## config.mk

```make
export PLATFORM = sky130hd
export DESIGN_NAME = loopback_tcp_port_filter_flat
export DESIGN_NICKNAME = d
export VERILOG_FILES = /design/src/sv/lpf_pkg.sv /design/src/sv/lpf_frame_if.sv /design/src/sv/lpf_result_if.sv /design/src/sv/lpf_front.sv /design/src/sv/lpf_queue.sv /design/src/sv/lpf_back.sv /design/src/sv/loopback_tcp_port_filter.sv /design/src/flat_wrapper.sv
export SDC_FILE = /design/constraint.sdc
export NUM_CORES = 1
export LEC_CHECK = 0
export BUFFER_PORTS_ARGS = -buffer_cell sky130_fd_sc_hd__buf_4
export CORE_UTILIZATION = 56
export DETAILED_ROUTE_END_ITERATION = 6
export PLACE_DENSITY = 0.84
export SLEW_MARGIN = 10
export SYNTH_ARGS = -nofsm -noshare
export SYNTH_HDL_FRONTEND = slang
export SYNTH_SLANG_ARGS = --single-unit
```

## constraint.sdc

```tcl
create_clock -name clk -period 5.7 [get_ports clk]
set_clock_uncertainty 0.1 [all_clocks]
set_input_delay 0.285 -clock clk [delete_from_list [all_inputs] [get_ports clk]]
set_output_delay 0.285 -clock clk [all_outputs]
set_load 0.02 [all_outputs]
```

## src/sv/lpf_pkg.sv

```systemverilog
// Shared types and constants for the loopback TCP port filter.
// No dependencies; imported by the parser, queue, judge, top level and checker.
`default_nettype none

package lpf_pkg;

	// Register reset values
	localparam logic [15:0] MATCH_PORT_RESET    = 16'd8000;
	localparam logic [31:0] NET_PREFIX_RESET    = 32'h7F00_0000;
	localparam logic [31:0] NET_MASK_RESET      = 32'hFF00_0000;
	localparam logic [7:0]  CAPTURE_LIMIT_RESET = 8'd128;

	localparam int CAPTURE_MAX_DEFAULT = 128;
	localparam int QUEUE_DEPTH_DEFAULT = 4;

	localparam logic [15:0] ETHERTYPE_IPV4  = 16'h0800;
	localparam logic [7:0]  IP_PROTO_TCP    = 8'd6;
	localparam logic [3:0]  MIN_HDR_WORDS   = 4'd5;
	localparam int          CFG_INDEX_W     = 2;

	typedef enum logic [CFG_INDEX_W-1:0] {
		CFG_MATCH_PORT    = 2'd0,
		CFG_NET_PREFIX    = 2'd1,
		CFG_NET_MASK      = 2'd2,
		CFG_CAPTURE_LIMIT = 2'd3
	} cfg_reg_t;

	typedef enum logic [3:0] {
		VERDICT_ACCEPT     = 4'd0,
		VERDICT_TRUNCATED  = 4'd1,
		VERDICT_NOT_IPV4   = 4'd2,
		VERDICT_NOT_TCP    = 4'd3,
		VERDICT_BAD_IHL    = 4'd4,
		VERDICT_OFF_PREFIX = 4'd5,
		VERDICT_PORT       = 4'd6,
		VERDICT_BAD_DOFF   = 4'd7,
		VERDICT_NO_PAYLOAD = 4'd8
	} verdict_t;

	typedef struct packed {
		logic [15:0] match_port;
		logic [31:0] net_prefix;
		logic [31:0] net_mask;
		logic [7:0]  capture_limit;
	} cfg_t;

	// Header fields of one finished frame, handed from the parser to the judge.
	typedef struct packed {
		logic [15:0] frame_length;
		logic [15:0] ether_type;
		logic [3:0]  ip_header_words;
		logic [7:0]  ip_protocol;
		logic [31:0] source_address;
		logic [31:0] dest_address;
		logic [15:0] ip_total_length;
		logic [15:0] source_port;
		logic [15:0] dest_port;
		logic [3:0]  tcp_header_words;
	} frame_summary_t;

endpackage

`default_nettype wire

```

## src/sv/lpf_frame_if.sv

```systemverilog
// Byte stream channel carrying Ethernet frames into the filter.
// Depends on nothing; valid/ready handshake with a source and a sink modport.
`default_nettype none

interface lpf_frame_if;
	logic       valid;
	logic       ready;
	logic [7:0] frame_byte;
	logic       frame_last;

	modport source (output valid, output frame_byte, output frame_last, input ready);
	modport sink (input valid, input frame_byte, input frame_last, output ready);
endinterface

`default_nettype wire

```

## src/sv/lpf_result_if.sv

```systemverilog
// Result channel carrying one verdict per frame out of the filter.
// Depends on nothing; valid/ready handshake with a source and a sink modport.
`default_nettype none

interface lpf_result_if;
	logic        valid;
	logic        ready;
	logic [3:0]  verdict;
	logic [15:0] remote_port;
	logic [15:0] payload_offset;
	logic [15:0] payload_length;
	logic [7:0]  capture_length;
	logic [15:0] frame_length;

	modport source (
		output valid, output verdict, output remote_port, output payload_offset,
		output payload_length, output capture_length, output frame_length,
		input ready
	);
	modport sink (
		input valid, input verdict, input remote_port, input payload_offset,
		input payload_length, input capture_length, input frame_length,
		output ready
	);
endinterface

`default_nettype wire

```

## src/sv/lpf_front.sv

```systemverilog
// Byte parser: counts frame bytes and captures the Ethernet, IPv4 and TCP fields.
// Depends on lpf_pkg; pushes one frame summary per last byte into the queue.
`default_nettype none

module lpf_front (
	input  wire logic                    clk,
	input  wire logic                    arst_n,
	input  wire logic                    byte_valid,
	input  wire logic [7:0]              frame_byte,
	input  wire logic                    frame_last,
	input  wire logic                    queue_full,
	output logic                         byte_ready,
	output logic                         push,
	output lpf_pkg::frame_summary_t      push_data
);
	import lpf_pkg::*;

	localparam logic [15:0] POS_ETYPE_HI = 16'd12;
	localparam logic [15:0] POS_ETYPE_LO = 16'd13;
	localparam logic [15:0] POS_IHL      = 16'd14;
	localparam logic [15:0] POS_TLEN_HI  = 16'd16;
	localparam logic [15:0] POS_TLEN_LO  = 16'd17;
	localparam logic [15:0] POS_PROTO    = 16'd23;
	localparam logic [15:0] POS_SADDR    = 16'd26;
	localparam logic [15:0] POS_DADDR    = 16'd30;
	localparam logic [6:0]  ETH_HDR_LEN  = 7'd14;

	logic [15:0]    count_q;
	frame_summary_t fld_q;
	frame_summary_t fld_next;
	logic           accept;
	logic           active;
	logic [6:0]     tcp_start;
	logic [15:0]    rel;

	assign byte_ready = !queue_full;
	assign accept     = byte_valid && byte_ready;
	assign active     = (count_q != '1);

	always_comb begin
		fld_next = fld_q;
		fld_next.frame_length = count_q;
		tcp_start = ETH_HDR_LEN;
		rel = '0;
		if (active) begin
			fld_next.frame_length = count_q + 16'd1;
			if (count_q == POS_ETYPE_HI) fld_next.ether_type[15:8] = frame_byte;
			if (count_q == POS_ETYPE_LO) fld_next.ether_type[7:0] = frame_byte;
			if (count_q == POS_IHL) fld_next.ip_header_words = frame_byte[3:0];
			if (count_q == POS_TLEN_HI) fld_next.ip_total_length[15:8] = frame_byte;
			if (count_q == POS_TLEN_LO) fld_next.ip_total_length[7:0] = frame_byte;
			if (count_q == POS_PROTO) fld_next.ip_protocol = frame_byte;
			if (count_q >= POS_SADDR && count_q < POS_DADDR)
				fld_next.source_address = {fld_q.source_address[23:0], frame_byte};
			if (count_q >= POS_DADDR && count_q < POS_DADDR + 16'd4)
				fld_next.dest_address = {fld_q.dest_address[23:0], frame_byte};
			// The TCP header position uses the header length written by this very byte.
			tcp_start = ETH_HDR_LEN + {1'b0, fld_next.ip_header_words, 2'b00};
			rel = count_q - {9'd0, tcp_start};
			if (rel == 16'd0) fld_next.source_port[15:8] = frame_byte;
			if (rel == 16'd1) fld_next.source_port[7:0] = frame_byte;
			if (rel == 16'd2) fld_next.dest_port[15:8] = frame_byte;
			if (rel == 16'd3) fld_next.dest_port[7:0] = frame_byte;
			if (rel == 16'd12) fld_next.tcp_header_words = frame_byte[7:4];
		end
	end

	assign push      = accept && frame_last;
	assign push_data = fld_next;

	always_ff @(posedge clk or negedge arst_n) begin
		if (!arst_n) begin
			count_q <= '0;
			fld_q   <= '0;
		end else if (accept) begin
			if (frame_last) begin
				count_q <= '0;
				fld_q   <= '0;
			end else begin
				count_q <= fld_next.frame_length;
				fld_q   <= fld_next;
			end
		end
	end

endmodule

`default_nettype wire

```

## src/sv/lpf_queue.sv

```systemverilog
// Short queue of frame summaries between the byte parser and the judge.
// Depends on lpf_pkg for the summary type; first word falls through on head.
`default_nettype none

module lpf_queue #(
	parameter int DEPTH = lpf_pkg::QUEUE_DEPTH_DEFAULT
) (
	input  wire logic                    clk,
	input  wire logic                    arst_n,
	input  wire logic                    push,
	input  wire lpf_pkg::frame_summary_t push_data,
	input  wire logic                    pop,
	output logic                         full,
	output logic                         head_valid,
	output lpf_pkg::frame_summary_t      head
);
	import lpf_pkg::*;

	localparam int PTR_W = $clog2(DEPTH);
	localparam int CNT_W = $clog2(DEPTH + 1);

	frame_summary_t   mem_q [DEPTH];
	logic [PTR_W-1:0] wr_ptr_q;
	logic [PTR_W-1:0] rd_ptr_q;
	logic [CNT_W-1:0] count_q;
	logic             do_push;
	logic             do_pop;

	assign full       = (count_q == CNT_W'(DEPTH));
	assign head_valid = (count_q != '0);
	assign head       = mem_q[rd_ptr_q];
	assign do_push    = push && !full;
	assign do_pop     = pop && head_valid;

	always_ff @(posedge clk) begin
		if (do_push) mem_q[wr_ptr_q] <= push_data;
	end

	always_ff @(posedge clk or negedge arst_n) begin
		if (!arst_n) begin
			wr_ptr_q <= '0;
			rd_ptr_q <= '0;
			count_q  <= '0;
		end else begin
			if (do_push) begin
				wr_ptr_q <= (wr_ptr_q == PTR_W'(DEPTH - 1)) ? '0 : wr_ptr_q + 1'b1;
			end
			if (do_pop) begin
				rd_ptr_q <= (rd_ptr_q == PTR_W'(DEPTH - 1)) ? '0 : rd_ptr_q + 1'b1;
			end
			if (do_push && !do_pop) count_q <= count_q + 1'b1;
			else if (do_pop && !do_push) count_q <= count_q - 1'b1;
		end
	end

endmodule

`default_nettype wire

```

## src/sv/lpf_back.sv

```systemverilog
// Judge: checks one frame summary against the configuration and forms the result.
// Depends on lpf_pkg and lpf_result_if; the result is held in an output register.
`default_nettype none

module lpf_back #(
	parameter int CAPTURE_MAX = lpf_pkg::CAPTURE_MAX_DEFAULT
) (
	input  wire logic                    clk,
	input  wire logic                    arst_n,
	input  wire lpf_pkg::cfg_t           cfg,
	input  wire logic                    head_valid,
	input  wire lpf_pkg::frame_summary_t head,
	output logic                         pop,
	lpf_result_if.source                 result
);
	import lpf_pkg::*;

	localparam int CM_W  = $clog2(CAPTURE_MAX + 1);
	localparam int LIM_W = (CM_W > 8) ? CM_W : 8;
	localparam logic [LIM_W-1:0] CAP_MAX = LIM_W'(CAPTURE_MAX);

	logic        valid_q;
	verdict_t    verdict_q;
	logic [15:0] peer_q;
	logic [15:0] poff_q;
	logic [15:0] plen_q;
	logic [7:0]  cap_q;
	logic [15:0] flen_q;

	logic [5:0]       ihl_bytes;
	logic [5:0]       doff_bytes;
	logic [6:0]       tcp_need;
	logic [7:0]       poff;
	logic [16:0]      plen_ext;
	logic             plen_bad;
	logic [LIM_W-1:0] cfg_lim;
	logic [LIM_W-1:0] lim;
	logic [15:0]      cap_wide;
	logic             prefix_ok;
	verdict_t         verdict;

	assign ihl_bytes  = {head.ip_header_words, 2'b00};
	assign doff_bytes = {head.tcp_header_words, 2'b00};
	assign tcp_need   = 7'd34 + {1'b0, ihl_bytes};
	assign poff       = 8'd14 + {2'b00, ihl_bytes} + {2'b00, doff_bytes};
	assign plen_ext   = {1'b0, head.ip_total_length} - {11'd0, ihl_bytes}
		- {11'd0, doff_bytes};
	// Negative or zero payload length both count as no payload.
	assign plen_bad   = plen_ext[16] || (plen_ext[15:0] == '0);
	assign prefix_ok  = ((head.source_address & cfg.net_mask) == cfg.net_prefix)
		&& ((head.dest_address & cfg.net_mask) == cfg.net_prefix);
	assign cfg_lim    = LIM_W'(cfg.capture_limit);
	assign lim        = (cfg_lim < CAP_MAX) ? cfg_lim : CAP_MAX;
	assign cap_wide   = (plen_ext[15:0] < 16'(lim)) ? plen_ext[15:0] : 16'(lim);

	always_comb begin
		if (head.frame_length < 16'd14) verdict = VERDICT_TRUNCATED;
		else if (head.ether_type != ETHERTYPE_IPV4) verdict = VERDICT_NOT_IPV4;
		else if (head.frame_length < 16'd34) verdict = VERDICT_TRUNCATED;
		else if (head.ip_protocol != IP_PROTO_TCP) verdict = VERDICT_NOT_TCP;
		else if (head.ip_header_words < MIN_HDR_WORDS) verdict = VERDICT_BAD_IHL;
		else if (head.frame_length < {9'd0, tcp_need}) verdict = VERDICT_TRUNCATED;
		else if (!prefix_ok) verdict = VERDICT_OFF_PREFIX;
		else if (head.source_port != cfg.match_port && head.dest_port != cfg.match_port)
			verdict = VERDICT_PORT;
		else if (head.tcp_header_words < MIN_HDR_WORDS) verdict = VERDICT_BAD_DOFF;
		else if ({8'd0, poff} >= head.frame_length) verdict = VERDICT_NO_PAYLOAD;
		else if (plen_bad) verdict = VERDICT_NO_PAYLOAD;
		else verdict = VERDICT_ACCEPT;
	end

	assign pop = head_valid && (!valid_q || result.ready);

	always_ff @(posedge clk or negedge arst_n) begin
		if (!arst_n) begin
			valid_q <= 1'b0;
		end else if (!valid_q || result.ready) begin
			valid_q <= head_valid;
		end
	end

	always_ff @(posedge clk) begin
		if (pop) begin
			verdict_q <= verdict;
			flen_q    <= head.frame_length;
			if (verdict == VERDICT_ACCEPT) begin
				peer_q <= (head.dest_port == cfg.match_port) ? head.source_port
					: head.dest_port;
				poff_q <= {8'd0, poff};
				plen_q <= plen_ext[15:0];
				cap_q  <= cap_wide[7:0];
			end else begin
				peer_q <= '0;
				poff_q <= '0;
				plen_q <= '0;
				cap_q  <= '0;
			end
		end
	end

	assign result.valid          = valid_q;
	assign result.verdict        = verdict_q;
	assign result.remote_port    = peer_q;
	assign result.payload_offset = poff_q;
	assign result.payload_length = plen_q;
	assign result.capture_length = cap_q;
	assign result.frame_length   = flen_q;

endmodule

`default_nettype wire

```

## src/sv/loopback_tcp_port_filter.sv

```systemverilog
// Loopback TCP port filter. Frames enter one byte per request, and one byte is
// taken every clock cycle for as long as the frame summary queue has room. The
// byte parser captures the header fields as they pass; on the last byte it
// queues a summary of the frame, and the judge turns the oldest summary into a
// registered result. The judge delivers at most one result per cycle, so the
// summary queue (four entries by default) absorbs stalls on the result side:
// byte intake pauses only when it is full. The user must write registers through
// the plain write port while no frame is in flight; the block does not enforce it.
// Depends on lpf_pkg, lpf_frame_if, lpf_result_if, lpf_front, lpf_queue, lpf_back.
`default_nettype none

module loopback_tcp_port_filter #(
	parameter int CAPTURE_MAX = lpf_pkg::CAPTURE_MAX_DEFAULT,
	parameter int QUEUE_DEPTH = lpf_pkg::QUEUE_DEPTH_DEFAULT
) (
	input  wire logic                            clk,
	input  wire logic                            arst_n,
	input  wire logic                            wr_en,
	input  wire logic [lpf_pkg::CFG_INDEX_W-1:0] wr_index,
	input  wire logic [31:0]                     wr_data,
	lpf_frame_if.sink                            frame,
	lpf_result_if.source                         result
);
	import lpf_pkg::*;

	cfg_t           cfg_q;
	logic           queue_full;
	logic           push;
	frame_summary_t push_data;
	logic           pop;
	logic           head_valid;
	frame_summary_t head;

	always_ff @(posedge clk or negedge arst_n) begin
		if (!arst_n) begin
			cfg_q.match_port    <= MATCH_PORT_RESET;
			cfg_q.net_prefix    <= NET_PREFIX_RESET;
			cfg_q.net_mask      <= NET_MASK_RESET;
			cfg_q.capture_limit <= CAPTURE_LIMIT_RESET;
		end else if (wr_en) begin
			case (cfg_reg_t'(wr_index))
				CFG_MATCH_PORT:    cfg_q.match_port    <= wr_data[15:0];
				CFG_NET_PREFIX:    cfg_q.net_prefix    <= wr_data;
				CFG_NET_MASK:      cfg_q.net_mask      <= wr_data;
				CFG_CAPTURE_LIMIT: cfg_q.capture_limit <= wr_data[7:0];
				default: begin
				end
			endcase
		end
	end

	lpf_front u_front (
		.clk        (clk),
		.arst_n     (arst_n),
		.byte_valid (frame.valid),
		.frame_byte (frame.frame_byte),
		.frame_last (frame.frame_last),
		.queue_full (queue_full),
		.byte_ready (frame.ready),
		.push       (push),
		.push_data  (push_data)
	);

	lpf_queue #(
		.DEPTH (QUEUE_DEPTH)
	) u_queue (
		.clk        (clk),
		.arst_n     (arst_n),
		.push       (push),
		.push_data  (push_data),
		.pop        (pop),
		.full       (queue_full),
		.head_valid (head_valid),
		.head       (head)
	);

	lpf_back #(
		.CAPTURE_MAX (CAPTURE_MAX)
	) u_back (
		.clk        (clk),
		.arst_n     (arst_n),
		.cfg        (cfg_q),
		.head_valid (head_valid),
		.head       (head),
		.pop        (pop),
		.result     (result)
	);

endmodule

`default_nettype wire

```

## src/flat_wrapper.sv

```systemverilog
// flat-port wrapper written by rule: the top's interface ports become plain ports
module loopback_tcp_port_filter_flat import lpf_pkg::*;
#(
	parameter int CAPTURE_MAX = lpf_pkg::CAPTURE_MAX_DEFAULT,
	parameter int QUEUE_DEPTH = lpf_pkg::QUEUE_DEPTH_DEFAULT
)
  (clk, arst_n, wr_en, wr_index, wr_data, frame_valid, frame_frame_byte, frame_frame_last, frame_ready, result_valid, result_verdict, result_remote_port, result_payload_offset, result_payload_length, result_capture_length, result_frame_length, result_ready);
  lpf_frame_if frame_i ();
  lpf_result_if result_i ();
  input  wire logic clk;
  input  wire logic arst_n;
  input  wire logic wr_en;
  input  wire logic [lpf_pkg::CFG_INDEX_W-1:0] wr_index;
  input  wire logic [31:0] wr_data;
  input wire logic [$bits(frame_i.valid)-1:0] frame_valid;
  input wire logic [$bits(frame_i.frame_byte)-1:0] frame_frame_byte;
  input wire logic [$bits(frame_i.frame_last)-1:0] frame_frame_last;
  output wire logic [$bits(frame_i.ready)-1:0] frame_ready;
  output wire logic [$bits(result_i.valid)-1:0] result_valid;
  output wire logic [$bits(result_i.verdict)-1:0] result_verdict;
  output wire logic [$bits(result_i.remote_port)-1:0] result_remote_port;
  output wire logic [$bits(result_i.payload_offset)-1:0] result_payload_offset;
  output wire logic [$bits(result_i.payload_length)-1:0] result_payload_length;
  output wire logic [$bits(result_i.capture_length)-1:0] result_capture_length;
  output wire logic [$bits(result_i.frame_length)-1:0] result_frame_length;
  input wire logic [$bits(result_i.ready)-1:0] result_ready;
  assign frame_i.valid = frame_valid;
  assign frame_i.frame_byte = frame_frame_byte;
  assign frame_i.frame_last = frame_frame_last;
  assign frame_ready = frame_i.ready;
  assign result_valid = result_i.valid;
  assign result_verdict = result_i.verdict;
  assign result_remote_port = result_i.remote_port;
  assign result_payload_offset = result_i.payload_offset;
  assign result_payload_length = result_i.payload_length;
  assign result_capture_length = result_i.capture_length;
  assign result_frame_length = result_i.frame_length;
  assign result_i.ready = result_ready;
  loopback_tcp_port_filter #(.CAPTURE_MAX(CAPTURE_MAX), .QUEUE_DEPTH(QUEUE_DEPTH)) u_core (.clk(clk), .arst_n(arst_n), .wr_en(wr_en), .wr_index(wr_index), .wr_data(wr_data), .frame(frame_i), .result(result_i));
endmodule
```

---- Word-level counts from Yosys, hierarchy flattened ----
Memory sizes are Yosys's and may differ from the RTL's.
Cells that the tools add are included.
cells by class
  add/sub/neg operators ................... 12
  magnitude comparators ................... 12
  eq/ne operators ......................... 24
  multiplexer cells ....................... 37
  bitwise operators ....................... 2
  reductions and logical operators ........ 27
operators by type and width
  operator                 number
  $mux W160                1
  $mux W144                1
  $mux W8                  11
  $and A32 B32 Y32         2
  $eq A16 B4 Y1 const B    4
  $eq A32 B32 Y1           2
  $mux W32                 2
  $mux W4                  14
  $eq A16 B5 Y1 const B    3
  $eq A16 B2 Y1 const B    2
  $ge A16 B5 Y1 const B    2
  $logic_not A16 Y1        2
  $lt A16 B6 Y1 const B    2
  $mux W16                 2
  $ne A16 B16 Y1           2
  $sub A16 B6 Y17          1
  $sub A17 B6 Y17          1
  $add A16 B1 Y16 const B  1
  $eq A16 B1 Y1 const B    1
  $eq A16 B16 Y1           1
  $ge A8 B16 Y1            1
  $lt A16 B4 Y1 const B    1
  $lt A16 B5 Y1 const B    1
  $lt A16 B7 Y1            1
  other kinds (27)         53
word-level totals
  bits in registers ....................... 332
  RAM bits ................................ 640
  logic and storage cells ................. 140
  memories kept ........................... 1
memory list
  memory                depth  bits a word  read ports  clocked after memory_dff  write ports  RTL line         RTL
  u_core.u_queue.mem_q  4      160          1           0                         1            lpf_queue.sv:22  frame_summary_t mem_q [DEPTH];

---- Logic depth before layout (Yosys ltp) ----
An unclocked memory read counts as a cell.
  word-level depth ........................ 17
  gate-level depth with buffers ........... 24
  gate-level depth less buffers ........... 18

---- Hierarchy ----
A second synthesis with hierarchy kept.
unflattened totals
  cell total of the unflattened synthesis .. 2,482
  area total of the unflattened synthesis .. 41,481.0 um2
by module, submodules not included
  module                    times used  cells each  area each (um2)  seq. area each (um2)
  lpf_queue                 1           873         23,485.0         19,393.6
  lpf_front                 1           885         9,394.0          4,003.8
  lpf_back                  1           537         5,301.3          2,037.0
  loopback_tcp_port_filter  1           187         3,300.7          2,229.6

---- Worst setup path after synthesis ----
OpenSTA, ideal clock, no wires.
  path kind ............................... register to register
  start ................................... register u_core.u_queue.count_q[0]
  end ..................................... memory u_core.u_queue.mem_q[1][0] (netlist name), enable pin
  setup time .............................. 0.540 ns
  arrival time ............................ 5.059 ns
  data required time ...................... 5.060 ns
  setup slack ............................. 0.001 ns
  cell stages (with the launch flop) ...... 7
  buffers on the path ..................... 2
  clock period less this slack ............ 5.699 ns
  cells stage by stage .................... dfrtp_1 nor2_1 nand2_1 and2_1 clkbuf_1 clkbuf_1 and3_1
between the ends
  longest elaborated chain between the ends .. 7
RTL lines
  item                             RTL line            RTL
  start: declaration               lpf_queue.sv:25     logic [CNT_W-1:0] count_q;
  start signal: assignment         lpf_queue.sv:51     if (do_push && !do_pop) count_q <= count_q + 1'b1;
  start signal: assignment         lpf_queue.sv:52     else if (do_pop && !do_push) count_q <= count_q - 1'b1;
  $eq A3 B3 Y1 *                   lpf_queue.sv:29     assign full = (count_q == CNT_W'(DEPTH));
  $logic_not A1 Y1 *               lpf_front.sv:36     assign byte_ready = !queue_full;
  named net frame_ready            flat_wrapper.sv:18  output wire logic [$bits(frame_i.ready)-1:0] frame_ready;
  $logic_and A1 B1 Y1              lpf_front.sv:37     assign accept = byte_valid && byte_ready;
  $logic_and A1 B1 Y1              lpf_front.sv:68     assign push = accept && frame_last;
  $logic_and A1 B1 Y1 *            lpf_queue.sv:32     assign do_push = push && !full;
  $mux W1 *                        lpf_queue.sv:36     if (do_push) mem_q[wr_ptr_q] <= push_data;
  $mux W1 (implied by the code) *  lpf_queue.sv:36
  end: declaration                 lpf_queue.sv:22
Mark *: on every way through the listed nets, which the timed path passes. The rest lies on a longest branch.

---- Worst setup path in the final report ----
  start ................................... register u_core.u_queue.rd_ptr_q[0]
  end ..................................... register u_core.u_back.peer_q[9] (netlist: u_core.u_back.result.remote_port[9]), data pin
between the ends
  longest elaborated chain between the ends .. 17
  elaborated cells on any way between the ends .. 38
  those cells by class .................... add/sub (5); order compare (6); eq/ne (7); mux (12); bitwise (2); reduce/logical (5); memory (1)
RTL lines
  item                                 RTL line         RTL
  start: declaration                   lpf_queue.sv:24  logic [PTR_W-1:0] rd_ptr_q;
  start signal: assignment             lpf_queue.sv:49  rd_ptr_q <= (rd_ptr_q == PTR_W'(DEPTH - 1)) ? '0 : rd_ptr_q + 1'b1;
  $mem_v2 Z4 W160 *                    n/a
  $sub A16 B6 Y17                      lpf_back.sv:46   assign plen_ext = {1'b0, head.ip_total_length} - {11'd0, ihl_bytes}
  $sub A17 B6 Y17 *                    lpf_back.sv:47   - {11'd0, doff_bytes};
  named net u_core.u_back.plen_ext[6]  lpf_back.sv:34   logic [16:0] plen_ext;
  $logic_not A16 Y1 *                  lpf_back.sv:49   assign plen_bad = plen_ext[16] || (plen_ext[15:0] == '0);
  $logic_or A1 B1 Y1 *                 lpf_back.sv:49
  $mux W4 *                            lpf_back.sv:68   else if (plen_bad) verdict = VERDICT_NO_PAYLOAD;
  $mux W4 *                            lpf_back.sv:67   else if ({8'd0, poff} >= head.frame_length) verdict = VERDICT_NO_PAYLOAD;
  [... 3 more ...]                     n/a
  $mux W4 *                            lpf_back.sv:62   else if (head.frame_length < {9'd0, tcp_need}) verdict = VERDICT_TRUNCATED;
  $mux W4 *                            lpf_back.sv:61   else if (head.ip_header_words < MIN_HDR_WORDS) verdict = VERDICT_BAD_IHL;
  $mux W4 *                            lpf_back.sv:60   else if (head.ip_protocol != IP_PROTO_TCP) verdict = VERDICT_NOT_TCP;
  $mux W4 *                            lpf_back.sv:59   else if (head.frame_length < 16'd34) verdict = VERDICT_TRUNCATED;
  $mux W4 *                            lpf_back.sv:58   else if (head.ether_type != ETHERTYPE_IPV4) verdict = VERDICT_NOT_IPV4;
  $mux W4 *                            lpf_back.sv:57   if (head.frame_length < 16'd14) verdict = VERDICT_TRUNCATED;
  named net u_core.u_back.verdict[3]   lpf_back.sv:40   verdict_t verdict;
  $logic_not A4 Y1 *                   lpf_back.sv:86   if (verdict == VERDICT_ACCEPT) begin
  end signal: assignment               lpf_back.sv:87   peer_q <= (head.dest_port == cfg.match_port) ? head.source_port
  end: declaration                     lpf_back.sv:24   logic [15:0] peer_q;
Marked as above.
A chain may end at the register's enable or synchronous reset.

==> impl_metrics.ini <==
[status]
outcome = finished clean

[critical_path]
crit_start = u_core.u_queue.rd_ptr_q[0]$_DFFE_PN0P_
r2r-start = u_core.u_queue.rd_ptr_q[0]$_DFFE_PN0P_
reg2reg_slack_ns = 0.21
critical_path_required_ns = 5.97
r2r_cells = 14
cp-start-kind = flip-flop
crit_fanout = 20
endpoint = u_core.u_back.result.remote_port[9]$_SDFFCE_PP0P_
cp-end-kind = flip-flop
critPathArrivalTime_ns = 5.76
r2r-end = u_core.u_back.result.remote_port[9]$_SDFFCE_PP0P_
crit_type = reg -> reg

[die]
die_y_um = 273.0
dieArea_um2 = 74530
start_util_pct = 56.47
fp.dieW_um = 273.0
ios = 126
row_count = 99
core_area_um2 = 72830

[drt]
vias = 24001
dr.pass1.iters = 5
routedWlPerCell_um = 25.87
vias_per_cell = 6.407
wirelength_um = 96910
drt_iter0_markers = 2580
drc_errors = 0
drtAntennaViolNets = 0

[cts]
cts_num_sinks = 963
htree_levels = 3
cts.clk_slew.worst_paths_ns = 0.06
cts_tree = done
cts_root_buffer = clkbuf_16
clock_latency_ns = 0.65
cts.path.max_buffers = 3
cts_buffers = 91

[logic_synthesis]
ys_dominant_reg_cell = edfxtp_1
synth-edff-count = 707
syn_area_um2 = 41130
synth.distinct_cells = 63
synthArstFlopShare_pct = 26.58
synth_area_per_cell_um2 = 16.10
ys_seq_area_share_pct = 67.26
ys_warn_count = 0
ys_ff_latch = 963
netlist_instances = 2554

[finish]
diodes = 0
final_cell_area_um2 = 46500
final.fill_count = 4805
area_growth_pct = 13.06
drive_gt1_share_pct = 25.19
nNetsFinal = 2814
utilization_pct = 63.85

[timing]
whs_ns = 0.06222
rsz0062_at_grt = false
hold_violations = 0
setup_tns_ns = 0
setup_viol = 0
period_share_pct = 96.27
fin_crit_ns = 5.487
max_freq_ghz = 0.1822
maxSlewViolCount = 0
relSlewSlack_pct = 22.58
worst_pin_slew_ns = 1.161

[min_path]
hp-class = in -> async

[placed_design]
placed_area_um2 = 43090
portBuffers = 116
gp_congestion = 0.8877
dp_hpwl_um = 58440

[pwr]
irDropWorstVdd_uv = 445.2
leakage_nw = 17.30
power.total_mw = 21.19
power_density_nw_per_um2 = 455.6

[global_routing]
grt_overflow = 0
grt_pass1_vias = 24461
grt_pass1_wl_um = 146500
grt_max_degree = 150
grtUsageTotal_pct = 26.04
antenna_found_initial = 3

[flow_run]
drv_cap = 0
## cells by family (layout without fill, tap and decap cells)
| logic type | Yosys count | in the layout | share of synthesized area, % |
|---|---|---|---|
| AOI/OAI and AO/OA | 320 | 320 | 5.552 |
| other | 1 | 9 | 0.009118 |
| muxes | 444 | 444 | 14.08 |
| DFF | 963 | 963 | 67.26 |
| xor gates and xnor gates | 120 | 120 | 2.555 |
| buffers and inverters | 191 | 416 | 2.142 |
| and+or+nand+nor | 457 | 457 | 6.528 |
| adders and majority gates | 58 | 58 | 1.874 |
## worst max-delay path, stage by stage, from the launching register on
cell      delay, ns
dfrtp_4        0.70
mux4_2         0.57
clkinv_1       0.13
fa_1           0.44
ha_1           0.39
o21a_1         0.27
o21a_1         0.24
nor3_1         0.22
nor2_1         0.12
or4_1          0.55
o311ai_0       0.53
and4_4         0.35
a211o_2        0.17
buf_4          0.33
nor3_2         0.10
## timing repair
action,4_1_cts,5_1_grt
hold buffers,34,0
endpoints found under the setup margin,0,177
resized for setup,0,3
buffers inserted,0,0
endpoints found under the hold margin,143,0
## area by class of cell
class                           count  area [µm²]  share of cell area, %
Sequential cell                   963       27670                  59.51
Multi-Input combinational cell   1408       12690                  27.28
Clock buffer                      120        2560                  5.505
Timing Repair Buffer              194        1699                  3.654
Tap cell                          959        1200                  2.580
Clock inverter                     52       498.0                  1.071
Inverter                           50       187.7                 0.4036
## routing by layer
layer | vias up | global-route usage, % | share of wire [%]
met5 | - | 0 | 0.013
met4 | 2 | 8.218 | 2.7
met3 | 197 | 4.806 | 8.4
met2 | 1229 | 42.89 | 49
met1 | 12365 | 35.33 | 39
li1 | 10208 | - | -
## cells in the final DEF (no fill, tap or decap), drive strengths merged, types with 7 or more instances in the layout
cell	Yosys	routed
nand4	28	28
clkinvlp	0	9
edfxtp	707	707
and3	14	14
buf	63	160
nor3	53	53
inv	48	51
o22ai	54	54
nand2b	31	31
nor2	40	40
nand3b	47	47
nor3b	11	11
dfrtp	234	234
a22oi	24	24
dlygate4sd3	0	34
dfstp	22	22
conb	1	9
xnor2	56	56
ha	52	52
clkinv	2	36
nand3	23	23
o21a	14	14
a21oi	15	15
nor4b	7	7
mux2	236	236
mux2i	124	124
clkbuf	78	120
o21ai	56	56
nor4	36	36
xor2	64	64
a22o	92	92
mux4	84	84
nand2	137	137
o211ai	40	40
## how the worst min path moves through the flow
stage / start / to / cells past startpoint
finish: arst_n / u_core.cfg_q[58]$_DFFE_PN0P_ / 2
global route: frame_frame_byte[7] / u_core.u_front.fld_q[143]$_DFFE_PN0P_ / 3
CTS: frame_frame_byte[6] / u_core.u_front.fld_q[122]$_DFFE_PN0P_ / 3
detailed placement: arst_n / u_core.cfg_q[58]$_DFFE_PN0P_ / 1
global placement: arst_n / u_core.cfg_q[58]$_DFFE_PN0P_ / 1
floorplan: arst_n / u_core.cfg_q[0]$_DFFE_PN0P_ / 0
## synthesized netlist by cell type (12+ instances only)
library cell  number  share of area, %
ha_1              52               1.6
xnor2_1           56               1.2
mux2_1            12              0.33
nand4_1           28              0.43
nor4_1            33              0.50
edfxtp_1         707                52
mux2_2           224               6.1
o211ai_1          40              0.73
nor3_1            19              0.23
o21ai_0           55              0.67
nor2_1            40              0.37
inv_1             44              0.40
mux2i_1          124               3.0
dfrtp_1          234                14
o21a_1            14              0.26
buf_4             12              0.22
buf_2             29              0.35
a22oi_1           24              0.44
nand2b_1          31              0.47
nand3b_1          47              0.86
a22o_1            92               2.0
o22ai_1           54              0.82
nand3_1           23              0.28
a21oi_1           15              0.18
xor2_1            64               1.4
nand2_1          137               1.3
and3_1            14              0.21
nor3_2            34              0.83
dfstp_2           22               1.4
clkbuf_1          78              0.71
mux4_2            84               4.6
## flip-flops by register name, summed over array words and instances, names as in the netlist, 3 cells and up
name	cells
u_core.u_front.count_q	16
u_core.u_front.fld_q	144
u_core.u_back.result.capture_length	8
u_core.u_back.result.payload_offset	7
u_core.u_queue.count_q	3
u_core.cfg_q	88
u_core.u_back.result.frame_length	16
u_core.u_back.result.remote_port	16
u_core.u_queue.mem_q	640
u_core.u_back.result.verdict	4
u_core.u_back.result.payload_length	16
## report_power, final
part           switching [mW]  internal, mW  total, mW
logic                    3.75          2.48       6.23
clock network            2.64          3.47       6.11
registers               0.442          8.40       8.85
## metrics by stage
step | setup slack, ns | instances
finish | 0.2125 | 3746
detailed placement | 0.3360 | 3540
global route | 0.01769 | 3746
floorplan | 0.0006084 | 2562
global placement | 0.4926 | 3540
CTS | 0.2691 | 3746
No activity file was read; power rests on OpenSTA's default activity.
